==> src/rtl/qoi_image_decoder_defines.svh <==
// Assertion macros shared by the QOI decoder RTL.
// Included by every file that carries concurrent assertions.
`ifndef QOI_IMAGE_DECODER_DEFINES_SVH
`define QOI_IMAGE_DECODER_DEFINES_SVH

// Same-cycle implication, disabled during reset
`define QOI_ASSERT_IMPL(label, clk, rst, ante, cons) \
  label: assert property (@(posedge clk) disable iff (rst) (ante) |-> (cons)) \
    else $error("qoi_image_decoder: assertion failed");

// Next-cycle implication, disabled during reset
`define QOI_ASSERT_NEXT(label, clk, rst, ante, cons) \
  label: assert property (@(posedge clk) disable iff (rst) (ante) |=> (cons)) \
    else $error("qoi_image_decoder: assertion failed");

`endif

==> src/rtl/qoi_pkg.sv <==
// Shared types and constants for the QOI chunk-stream decoder.
// No dependencies; used by the burst stage and the top level.
package qoi_pkg;

  // Chunk opcodes and two-bit tags
  localparam logic [7:0] OP_RGB   = 8'hFE;
  localparam logic [7:0] OP_RGBA  = 8'hFF;
  localparam logic [1:0] TAG_INDEX = 2'd0;
  localparam logic [1:0] TAG_DIFF  = 2'd1;
  localparam logic [1:0] TAG_LUMA  = 2'd2;
  localparam logic [1:0] TAG_RUN   = 2'd3;

  // Colour index geometry
  localparam int INDEX_SLOTS = 64;
  localparam int SLOT_BITS   = $clog2(INDEX_SLOTS);

  // Opaque black, r g b a packed
  localparam logic [31:0] RGBA_RESET = 32'h0000_00FF;

  // Configuration register map
  localparam int CFG_INDEX_BITS = 2;
  localparam logic [CFG_INDEX_BITS-1:0] REG_PIXEL_COUNT = 2'd0;
  localparam logic [CFG_INDEX_BITS-1:0] REG_KEY_ENABLE  = 2'd1;
  localparam logic [CFG_INDEX_BITS-1:0] REG_KEY_VALUE   = 2'd2;
  localparam int PCOUNT_BITS = 25;

  // Results caused by one byte: some pixels of one colour, then maybe an error
  typedef struct packed {
    logic [31:0] word;
    logic [5:0]  pixels;
    logic        done;
    logic        err;
  } qoi_burst_t;

  // Colour index slot: (r*3 + g*5 + b*7 + a*11) mod 64
  function automatic logic [SLOT_BITS-1:0] index_hash(input logic [31:0] rgba);
    logic [5:0] r, g, b, a, h;
    r = rgba[29:24];
    g = rgba[21:16];
    b = rgba[13:8];
    a = rgba[5:0];
    h = (r + {r[4:0], 1'b0})
      + (g + {g[3:0], 2'b0})
      + (b + {b[4:0], 1'b0} + {b[3:0], 2'b0})
      + (a + {a[4:0], 1'b0} + {a[2:0], 3'b0});
    return h;
  endfunction

endpackage

==> src/rtl/qoi_if.sv <==
// Valid/ready channel interfaces of the QOI decoder.
// Chunk bytes in, pixel items out; no dependencies.
interface qoi_chunk_if;
  logic       valid;
  logic       ready;
  logic [7:0] data_byte;
  logic       end_of_data;

  modport source(output valid, data_byte, end_of_data, input ready);
  modport sink(input valid, data_byte, end_of_data, output ready);
endinterface

interface qoi_pixel_if;
  logic        valid;
  logic        ready;
  logic [31:0] pixel_word;
  logic        image_done;
  logic        decode_error;
  logic        last;

  modport source(output valid, pixel_word, image_done, decode_error, last, input ready);
  modport sink(input valid, pixel_word, image_done, decode_error, last, output ready);
endinterface

==> src/rtl/qoi_image_decoder.sv <==
// QOI chunk-stream decoder top level: byte register, op decode, colour index.
// Depends on qoi_pkg, qoi_if, qoi_ram, qoi_burst and the assertion macro header.
//
//   port    | dir | items                                       | accepted when
//   chunk   | in  | data_byte[7:0], end_of_data                  | valid & ready
//   pixel   | out | pixel_word[31:0], image_done, decode_error, last | valid & ready
//   cfg     | in  | cfg_index[1:0], cfg_data[31:0]               | cfg_write
//
// One byte per cycle unless stalled; byte and results are both registered.
// A byte with results waits in the byte register while the result stage plays
// out the previous byte's items still queued (up to 63).
// Synchronous reset; the colour index is cleared by its valid bits at once.
// Stalls on the pixel side reach chunk.ready through the result stage.
`include "qoi_image_decoder_defines.svh"

module qoi_image_decoder #(
  parameter int COUNT_BITS = 24
) (
  input  logic                               clk,
  input  logic                               rst,
  input  logic                               cfg_write,
  input  logic [qoi_pkg::CFG_INDEX_BITS-1:0] cfg_index,
  input  logic [31:0]                        cfg_data,
  qoi_chunk_if.sink                          chunk,
  qoi_pixel_if.source                        pixel
);

  localparam int PW = (COUNT_BITS < qoi_pkg::PCOUNT_BITS) ? COUNT_BITS + 1
                                                          : qoi_pkg::PCOUNT_BITS;
  localparam logic [32:0] LIMIT = 33'd1 << COUNT_BITS;
  localparam int SB = qoi_pkg::SLOT_BITS;

  // Configuration registers
  logic [qoi_pkg::PCOUNT_BITS-1:0] pixel_count;
  logic                            key_enable;
  logic [31:0]                     key_value;

  // Byte register
  logic       r1_valid;
  logic [7:0] r1_byte;
  logic       r1_eod;
  logic       r1_exec;
  logic       accept;

  // Per-image state
  logic [31:0]  rgba, rgba_next;
  logic [7:0]   op_pend, op_pend_next;
  logic [2:0]   needed, needed_next;
  logic [23:0]  gathered, gathered_next;
  logic [PW-1:0] emitted, emitted_next;
  logic         discard, discard_next;

  // Colour index
  logic [qoi_pkg::INDEX_SLOTS-1:0] idx_valid;
  logic [31:0]   ram_rdata;
  logic          ram_we;
  logic [SB-1:0] idx_waddr;
  logic          byp_hit;
  logic [31:0]   byp_data;
  logic [31:0]   lookup;

  // Decode results
  logic          emit;
  logic          img_clear;
  logic [5:0]    count;
  logic [5:0]    n_pix;
  logic          done;
  logic          err;
  logic          over;
  logic [PW-1:0] rem;
  logic [PW-1:0] target;
  logic [32:0]   target_wide;
  logic [7:0]    dg, cr, cg, cb;
  logic          has_items;
  logic          burst_free;
  logic          burst_load;
  qoi_pkg::qoi_burst_t desc;

  // Configuration writes
  always_ff @(posedge clk) begin
    if (rst) begin
      pixel_count <= 25'd1;
      key_enable  <= 1'b0;
      key_value   <= 32'd0;
    end else if (cfg_write) begin
      unique case (cfg_index)
        qoi_pkg::REG_PIXEL_COUNT: pixel_count <= cfg_data[qoi_pkg::PCOUNT_BITS-1:0];
        qoi_pkg::REG_KEY_ENABLE:  key_enable  <= cfg_data[0];
        qoi_pkg::REG_KEY_VALUE:   key_value   <= cfg_data;
        default: ;
      endcase
    end
  end

  // Image size: zero counts as one, saturate at 2^COUNT_BITS
  always_comb begin
    target_wide = {8'd0, pixel_count};
    if (target_wide == 33'd0) begin
      target_wide = 33'd1;
    end
    if (target_wide > LIMIT) begin
      target_wide = LIMIT;
    end
    target = target_wide[PW-1:0];
  end

  // Input handshake
  assign chunk.ready = !r1_valid || r1_exec;
  assign accept      = chunk.valid && chunk.ready;

  always_ff @(posedge clk) begin
    if (rst) begin
      r1_valid <= 1'b0;
    end else if (accept) begin
      r1_valid <= 1'b1;
    end else if (r1_exec) begin
      r1_valid <= 1'b0;
    end
  end

  always_ff @(posedge clk) begin
    if (accept) begin
      r1_byte <= chunk.data_byte;
      r1_eod  <= chunk.end_of_data;
    end
  end

  // Colour index memory, read as the byte is taken
  qoi_ram #(
    .WIDTH(32),
    .DEPTH(qoi_pkg::INDEX_SLOTS)
  ) u_index (
    .clk  (clk),
    .we   (ram_we),
    .waddr(idx_waddr),
    .wdata(rgba_next),
    .re   (accept),
    .raddr(chunk.data_byte[SB-1:0]),
    .rdata(ram_rdata)
  );

  // Forward a write that lands on the edge of the read
  always_ff @(posedge clk) begin
    if (rst) begin
      byp_hit <= 1'b0;
    end else if (accept) begin
      byp_hit <= ram_we && (idx_waddr == chunk.data_byte[SB-1:0]);
    end
  end

  always_ff @(posedge clk) begin
    if (accept) begin
      byp_data <= rgba_next;
    end
  end

  assign lookup = !idx_valid[r1_byte[SB-1:0]] ? 32'd0
                : (byp_hit ? byp_data : ram_rdata);

  // Op decode and colour update
  always_comb begin
    rgba_next     = rgba;
    op_pend_next  = op_pend;
    needed_next   = needed;
    gathered_next = gathered;
    discard_next  = discard;
    emit          = 1'b0;
    img_clear     = 1'b0;
    count         = 6'd1;
    n_pix         = 6'd0;
    done          = 1'b0;
    err           = 1'b0;
    dg            = {2'b00, op_pend[5:0]} - 8'd32;
    cr            = rgba[31:24];
    cg            = rgba[23:16];
    cb            = rgba[15:8];

    if (discard) begin
      img_clear = r1_eod;
    end else begin
      if (needed != 3'd0) begin
        // Operand byte of a multi-byte op
        gathered_next = {gathered[15:0], r1_byte};
        needed_next   = needed - 3'd1;
        if (needed == 3'd1) begin
          emit         = 1'b1;
          op_pend_next = 8'd0;
          if (op_pend == qoi_pkg::OP_RGB) begin
            rgba_next = {gathered[15:0], r1_byte, rgba[7:0]};
          end else if (op_pend == qoi_pkg::OP_RGBA) begin
            rgba_next = {gathered, r1_byte};
          end else begin
            cr = rgba[31:24] + dg - 8'd8 + {4'd0, r1_byte[7:4]};
            cg = rgba[23:16] + dg;
            cb = rgba[15:8] + dg - 8'd8 + {4'd0, r1_byte[3:0]};
            rgba_next = {cr, cg, cb, rgba[7:0]};
          end
        end
      end else if (r1_byte == qoi_pkg::OP_RGB || r1_byte == qoi_pkg::OP_RGBA
                   || r1_byte[7:6] == qoi_pkg::TAG_LUMA) begin
        // Opcode that needs more bytes
        op_pend_next = r1_byte;
        if (r1_byte == qoi_pkg::OP_RGB) begin
          needed_next = 3'd3;
        end else if (r1_byte == qoi_pkg::OP_RGBA) begin
          needed_next = 3'd4;
        end else begin
          needed_next = 3'd1;
        end
      end else begin
        emit = 1'b1;
        unique case (r1_byte[7:6])
          qoi_pkg::TAG_INDEX: rgba_next = lookup;
          qoi_pkg::TAG_DIFF: begin
            cr = rgba[31:24] + {6'd0, r1_byte[5:4]} - 8'd2;
            cg = rgba[23:16] + {6'd0, r1_byte[3:2]} - 8'd2;
            cb = rgba[15:8] + {6'd0, r1_byte[1:0]} - 8'd2;
            rgba_next = {cr, cg, cb, rgba[7:0]};
          end
          default: count = r1_byte[5:0] + 6'd1;
        endcase
      end

      // End of image, or data ran out
      if (emit) begin
        done = over || (rem <= PW'(count));
        n_pix = over ? 6'd1 : (done ? rem[5:0] : count);
      end
      if (done) begin
        if (r1_eod) begin
          img_clear = 1'b1;
        end else begin
          discard_next = 1'b1;
        end
      end else if (r1_eod) begin
        err       = 1'b1;
        img_clear = 1'b1;
      end
    end
  end

  // Pixels left in the image
  assign over         = emitted >= target;
  assign rem          = target - emitted;
  assign emitted_next = emitted + PW'(n_pix);

  assign idx_waddr = qoi_pkg::index_hash(rgba_next);
  assign has_items = emit || err;
  assign r1_exec   = r1_valid && (!has_items || burst_free);
  assign burst_load = r1_exec && has_items;
  assign ram_we     = r1_exec && emit;

  assign desc.word   = (key_enable && !rgba_next[7]) ? key_value : {8'd0, rgba_next[31:8]};
  assign desc.pixels = n_pix;
  assign desc.done   = done;
  assign desc.err    = err;

  // State update, one byte per exec cycle
  always_ff @(posedge clk) begin
    if (rst) begin
      rgba    <= qoi_pkg::RGBA_RESET;
      op_pend <= 8'd0;
      needed  <= 3'd0;
      emitted <= '0;
      discard <= 1'b0;
    end else if (r1_exec) begin
      if (img_clear) begin
        rgba    <= qoi_pkg::RGBA_RESET;
        op_pend <= 8'd0;
        needed  <= 3'd0;
        emitted <= '0;
        discard <= 1'b0;
      end else begin
        rgba    <= rgba_next;
        op_pend <= op_pend_next;
        needed  <= needed_next;
        emitted <= emitted_next;
        discard <= discard_next;
      end
    end
  end

  always_ff @(posedge clk) begin
    if (r1_exec) begin
      gathered <= gathered_next;
    end
  end

  // Index valid bits; a clear wins over the write on the same byte
  always_ff @(posedge clk) begin
    if (rst) begin
      idx_valid <= '0;
    end else if (r1_exec) begin
      if (img_clear) begin
        idx_valid <= '0;
      end else if (emit) begin
        idx_valid[idx_waddr] <= 1'b1;
      end
    end
  end

  qoi_burst u_burst (
    .clk  (clk),
    .rst  (rst),
    .load (burst_load),
    .desc (desc),
    .free (burst_free),
    .pixel(pixel)
  );

  `QOI_ASSERT_IMPL(a_discard_silent, clk, rst, r1_valid && discard, !burst_load)
  `QOI_ASSERT_NEXT(a_clear_index, clk, rst, r1_exec && img_clear, idx_valid == '0)
  `QOI_ASSERT_NEXT(a_hold_byte, clk, rst, r1_valid && !r1_exec, r1_valid && $stable(r1_byte))

endmodule

==> src/rtl/qoi_ram.sv <==
// Generic single-write, single-read RAM with registered read data.
// No dependencies.
module qoi_ram #(
  parameter int WIDTH = 32,
  parameter int DEPTH = 64
) (
  input  logic                     clk,
  input  logic                     we,
  input  logic [$clog2(DEPTH)-1:0] waddr,
  input  logic [WIDTH-1:0]         wdata,
  input  logic                     re,
  input  logic [$clog2(DEPTH)-1:0] raddr,
  output logic [WIDTH-1:0]         rdata
);

  logic [WIDTH-1:0] mem [DEPTH];

  always_ff @(posedge clk) begin
    if (we) begin
      mem[waddr] <= wdata;
    end
  end

  // Read data holds while re is low
  always_ff @(posedge clk) begin
    if (re) begin
      rdata <= mem[raddr];
    end
  end

endmodule

==> src/rtl/qoi_burst.sv <==
// Result stage: plays out the items of one byte, one per cycle while pixel.ready is high.
// Depends on qoi_pkg, qoi_if and the assertion macro header.
`include "qoi_image_decoder_defines.svh"

module qoi_burst (
  input  logic                clk,
  input  logic                rst,
  input  logic                load,
  input  qoi_pkg::qoi_burst_t desc,
  output logic                free,
  qoi_pixel_if.source         pixel
);

  logic        busy;
  logic [31:0] word;
  logic [5:0]  left;
  logic        done;
  logic        err;
  logic        final_item;

  // Final item: last pixel with no error behind it, or the error itself
  assign final_item = (left == 6'd1 && !err) || (left == 6'd0);
  assign free       = !busy || (pixel.ready && final_item);

  assign pixel.valid        = busy;
  assign pixel.pixel_word   = (left != 6'd0) ? word : 32'd0;
  assign pixel.image_done   = done && (left == 6'd1);
  assign pixel.decode_error = (left == 6'd0);
  assign pixel.last         = final_item;

  always_ff @(posedge clk) begin
    if (rst) begin
      busy <= 1'b0;
    end else if (load) begin
      busy <= 1'b1;
    end else if (busy && pixel.ready && final_item) begin
      busy <= 1'b0;
    end
  end

  // Descriptor payload; count down pixels as they are taken
  always_ff @(posedge clk) begin
    if (load) begin
      word <= desc.word;
      left <= desc.pixels;
      done <= desc.done;
      err  <= desc.err;
    end else if (busy && pixel.ready && left != 6'd0) begin
      left <= left - 6'd1;
    end
  end

  `QOI_ASSERT_IMPL(a_done_excl_err, clk, rst, busy, !(done && err))
  `QOI_ASSERT_IMPL(a_not_empty, clk, rst, busy, (left != 6'd0) || err)
  `QOI_ASSERT_NEXT(a_keep_busy, clk, rst, busy && pixel.ready && !final_item, busy)

endmodule
==> src/flat_wrapper.sv <==
// flat-port wrapper written by rule: the top's interface ports become plain ports
module qoi_image_decoder_flat 
#(
  parameter int COUNT_BITS = 24
)
  (clk, rst, cfg_write, cfg_index, cfg_data, chunk_valid, chunk_data_byte, chunk_end_of_data, chunk_ready, pixel_valid, pixel_pixel_word, pixel_image_done, pixel_decode_error, pixel_last, pixel_ready);
  qoi_chunk_if chunk_i ();
  qoi_pixel_if pixel_i ();
  input  logic clk;
  input  logic rst;
  input  logic cfg_write;
  input  logic [qoi_pkg::CFG_INDEX_BITS-1:0] cfg_index;
  input  logic [31:0] cfg_data;
  input wire logic [$bits(chunk_i.valid)-1:0] chunk_valid;
  input wire logic [$bits(chunk_i.data_byte)-1:0] chunk_data_byte;
  input wire logic [$bits(chunk_i.end_of_data)-1:0] chunk_end_of_data;
  output wire logic [$bits(chunk_i.ready)-1:0] chunk_ready;
  output wire logic [$bits(pixel_i.valid)-1:0] pixel_valid;
  output wire logic [$bits(pixel_i.pixel_word)-1:0] pixel_pixel_word;
  output wire logic [$bits(pixel_i.image_done)-1:0] pixel_image_done;
  output wire logic [$bits(pixel_i.decode_error)-1:0] pixel_decode_error;
  output wire logic [$bits(pixel_i.last)-1:0] pixel_last;
  input wire logic [$bits(pixel_i.ready)-1:0] pixel_ready;
  assign chunk_i.valid = chunk_valid;
  assign chunk_i.data_byte = chunk_data_byte;
  assign chunk_i.end_of_data = chunk_end_of_data;
  assign chunk_ready = chunk_i.ready;
  assign pixel_valid = pixel_i.valid;
  assign pixel_pixel_word = pixel_i.pixel_word;
  assign pixel_image_done = pixel_i.image_done;
  assign pixel_decode_error = pixel_i.decode_error;
  assign pixel_last = pixel_i.last;
  assign pixel_i.ready = pixel_ready;
  qoi_image_decoder #(.COUNT_BITS(COUNT_BITS)) u_core (.clk(clk), .rst(rst), .cfg_write(cfg_write), .cfg_index(cfg_index), .cfg_data(cfg_data), .chunk(chunk_i), .pixel(pixel_i));
endmodule
==> config.mk <==
export PLATFORM = sky130hd
export DESIGN_NAME = qoi_image_decoder_flat
export DESIGN_NICKNAME = d
export VERILOG_FILES = /design/src/rtl/qoi_pkg.sv /design/src/rtl/qoi_if.sv /design/src/rtl/qoi_image_decoder.sv /design/src/rtl/qoi_ram.sv /design/src/rtl/qoi_burst.sv /design/src/flat_wrapper.sv
export VERILOG_INCLUDE_DIRS = /design/src /design/src/rtl
export SDC_FILE = /design/constraint.sdc
export NUM_CORES = 2
export LEC_CHECK = 0
export BUFFER_PORTS_ARGS = -buffer_cell sky130_fd_sc_hd__buf_2
export CAP_MARGIN = 20
export CORE_MARGIN = 8
export CORE_UTILIZATION = 56
export CTS_BUF_LIST = sky130_fd_sc_hd__clkbuf_16
export DETAILED_ROUTE_END_ITERATION = 7
export GPL_TIMING_DRIVEN = 0
export PLACE_DENSITY_LB_ADDON = 0.05
export SLEW_MARGIN = 5
export SYNTH_ARGS = -nofsm -noshare
export SYNTH_HDL_FRONTEND = slang
export SYNTH_HIERARCHICAL = 1
export SYNTH_SLANG_ARGS = --single-unit
==> constraint.sdc <==
create_clock -name clk -period 16.73 [get_ports clk]
set_input_delay 4.1825 -clock clk [delete_from_list [all_inputs] [get_ports clk]]
set_output_delay 4.1825 -clock clk [all_outputs]
set_load 0.02 [all_outputs]
==> run_results.csv <==
group,metric,value,unit
run_status,status,"finished clean",
clocking,htreeDepth,4,
synth,netlist_area,0.0945,mm^2
global_routing,grt_max_degree,71,
sta,timing.final.crit_share,72.6,%
power,power_leakage,36.0,nW
cells_and_area,layout_commonest_cell,"edfxtp_1",
critical_path,cp_slowest_cell,"nor2_4",
hold_path,min-delay-start,"u_core/key_value[21]",
critical_path,reg2reg_depth,34,
sta,finalSetupViolations,0,
routing,drt_iter0_drc,7545,
hold_path,worstHoldPathType,"reg2reg",
routing,routed_wl,292,mm
routing,ant_nets,0,
routing,wire_per_inst,36.0,um
global_routing,grt_pass1_vias,51394,
hold_path,hold_path_depth,2,
synth,syn_area_per_cell,18.1,um^2
clocking,cts_resized,0,
power,pwr-share-clk,29.6,%
power,total_power,0.0167,W
routing,via_count,53618,
global_routing,antenna_found_initial,17,
sta,skew,44.6,ps
clocking,cts_tree,"built",
floorplan,initial_core_util,56.5,%
cells_and_area,finalInstanceArea,0.109,mm^2
cells_and_area,fill_cells,11433,
routing,drt_first_pass_iters,6,
floorplan,die_w,427,um
placement,gp_congestion,0.977,
cells_and_area,layout-drive-gt1-share,23.8,%
placement,numPortBuffers,84,
clocking,hold_buffers,0,
flow_run,maxCapViolations,0,
sta,tns,0,ps
sta,finalMaxSlewViolations,0,
floorplan,io_pins,85,
power,ir_drop,0.384,mV
power,p_int,0.0111,W
clocking,root_buffer,"clkbuf_16",
critical_path,path_max_fanout,50,
global_routing,grt_pass1_wl,402,mm
cells_and_area,layout.area.seq,0.0675,mm^2
cells_and_area,multi_input_comb_area,0.0260,mm^2
critical_path,startpoint_type,"flop",
power,power_density,153,mW/mm^2
critical_path,cp-end-kind,"flop",
cells_and_area,area_growth,15.4,%
clocking,cts_sinks,2312,
routing,drt-vias-per-instance,6.61,
clocking,numCtsBuffers,229,
floorplan,rows,150,
clocking,clock_latency,890,ps
sta,setup_ws,4580,ps
clocking,clockBufferDepth,3,
sta,worst_slew_pin_slew,1210,ps
global_routing,grtUsageTotal,32.0,%
critical_path,critPathArrivalTime,12690,ps
cells_and_area,final_nets,5899,
global_routing,gr-total-overflow,0,
power,combPwrFrac,27.6,%
power,netSwitchingPower,0.00567,W
floorplan,die_area,0.182,mm^2
floorplan,chipHeight,427,um
critical_path,critPathKind,"reg2reg",
routing,drc_errors,0,
sta,finalHoldViolCount,0,
synth,synth_nets,5414,
clocking,clk_pin_slew,60,ps
placement,dp_hpwl,206,mm
sta,finalCriticalPeriod,12150,ps
sta,max_freq,82.3,MHz
critical_path,required,17270,ps
power,switching_share,33.9,%
sta,rsz0062_at_grt,"no",
critical_path,startpoint,"u_core/r1_byte[1]",
critical_path,slowest_delay,990,ps
placement,place_ws,4670,ps
synth,synth_warnings,6,
critical_path,r2r_start,"u_core/r1_byte[1]",
synth,syn_inst,5216,
power,pwr-share-seq,42.8,%
cells_and_area,layout_common_cells,"2119 x edfxtp_1, 538 x mux4_2, 291 x a21oi_1",
floorplan,core-area,0.167,mm^2
clocking,cts_setup_buffers,0,
sta,max-slew-margin-rel,19.1,%
placement,place_area,0.102,mm^2
registers in the layout, indices dropped and copies added (netlist names), 3 cells and up:
name,flops
u_core/idx_valid,64
u_core/key_value,32
u_core/op_pend,8
u_core/u_burst/left,6
u_core/gathered,24
u_core/u_index/mem,1984
u_core/u_burst/word,32
u_core/byp_data,31
u_core/r1_byte,8
u_core/pixel_count,25
u_core/rgba,31
u_core/u_index/rdata,31
u_core/emitted,25
u_core/needed,3
stage by stage:
step                instances  utilization (%)  hold slack (ps)
floorplan                5216                -              424
global placement         7504             58.4              439
detailed placement       7672             60.8              446
CTS                      8106             65.1              456
global route             8108             65.1              470
finish                   8113             65.1              455
critical path: cells and delay by family, from the launching register on:
family          cells  cell delay, ps
xor+xnor            8            1410
compound gates      5            1280
flops               1             650
fa+ha+maj           6            2620
simple gates        3            1860
buf+inv            11            3500
mux                 1             430
power groups by stage:
| stage | clock network (W) | logic (W) | registers [W] |
|---|---|---|---|
| after floorplan | 0 | 0.00245 | 0.00728 |
| after global placement | 0 | 0.00365 | 0.00740 |
| after global routing | 0.00523 | 0.00478 | 0.00720 |
| after CTS | 0.00501 | 0.00452 | 0.00716 |
| after detailed placement | 0 | 0.00452 | 0.00728 |
| final | 0.00495 | 0.00461 | 0.00716 |
final cells by class:
type | instances | share of cell area, %
Sequential cell | 2312 | 61.9
Multi-Input combinational cell | 2477 | 23.8
Clock buffer | 235 | 5.39
Timing Repair Buffer | 254 | 3.37
Tap cell | 2204 | 2.53
Clock inverter | 199 | 1.28
Buffer | 279 | 1.19
Inverter | 148 | 0.516
Antenna cell | 5 | 0.0115
layer usage:
metal	vias to the layer above	GRT usage (%)	wire, um
met5	-	0	75
li1	21798	-	-
met1	28303	43.8	112000
met3	529	6.99	29600
met4	10	14.3	15500
met2	2978	49.7	135000
path summary, 6_finish.rpt:
path	to	slack [ps]
worst max-delay path	u_core/u_index/mem[62][22]	4580
worst min-delay path	u_core/key_value[21]	450
worst max register to register	u_core/u_index/mem[62][22]	4580
worst min register to register	u_core/key_value[21]	450
Note: power is estimated with default switching activity, not from simulation.
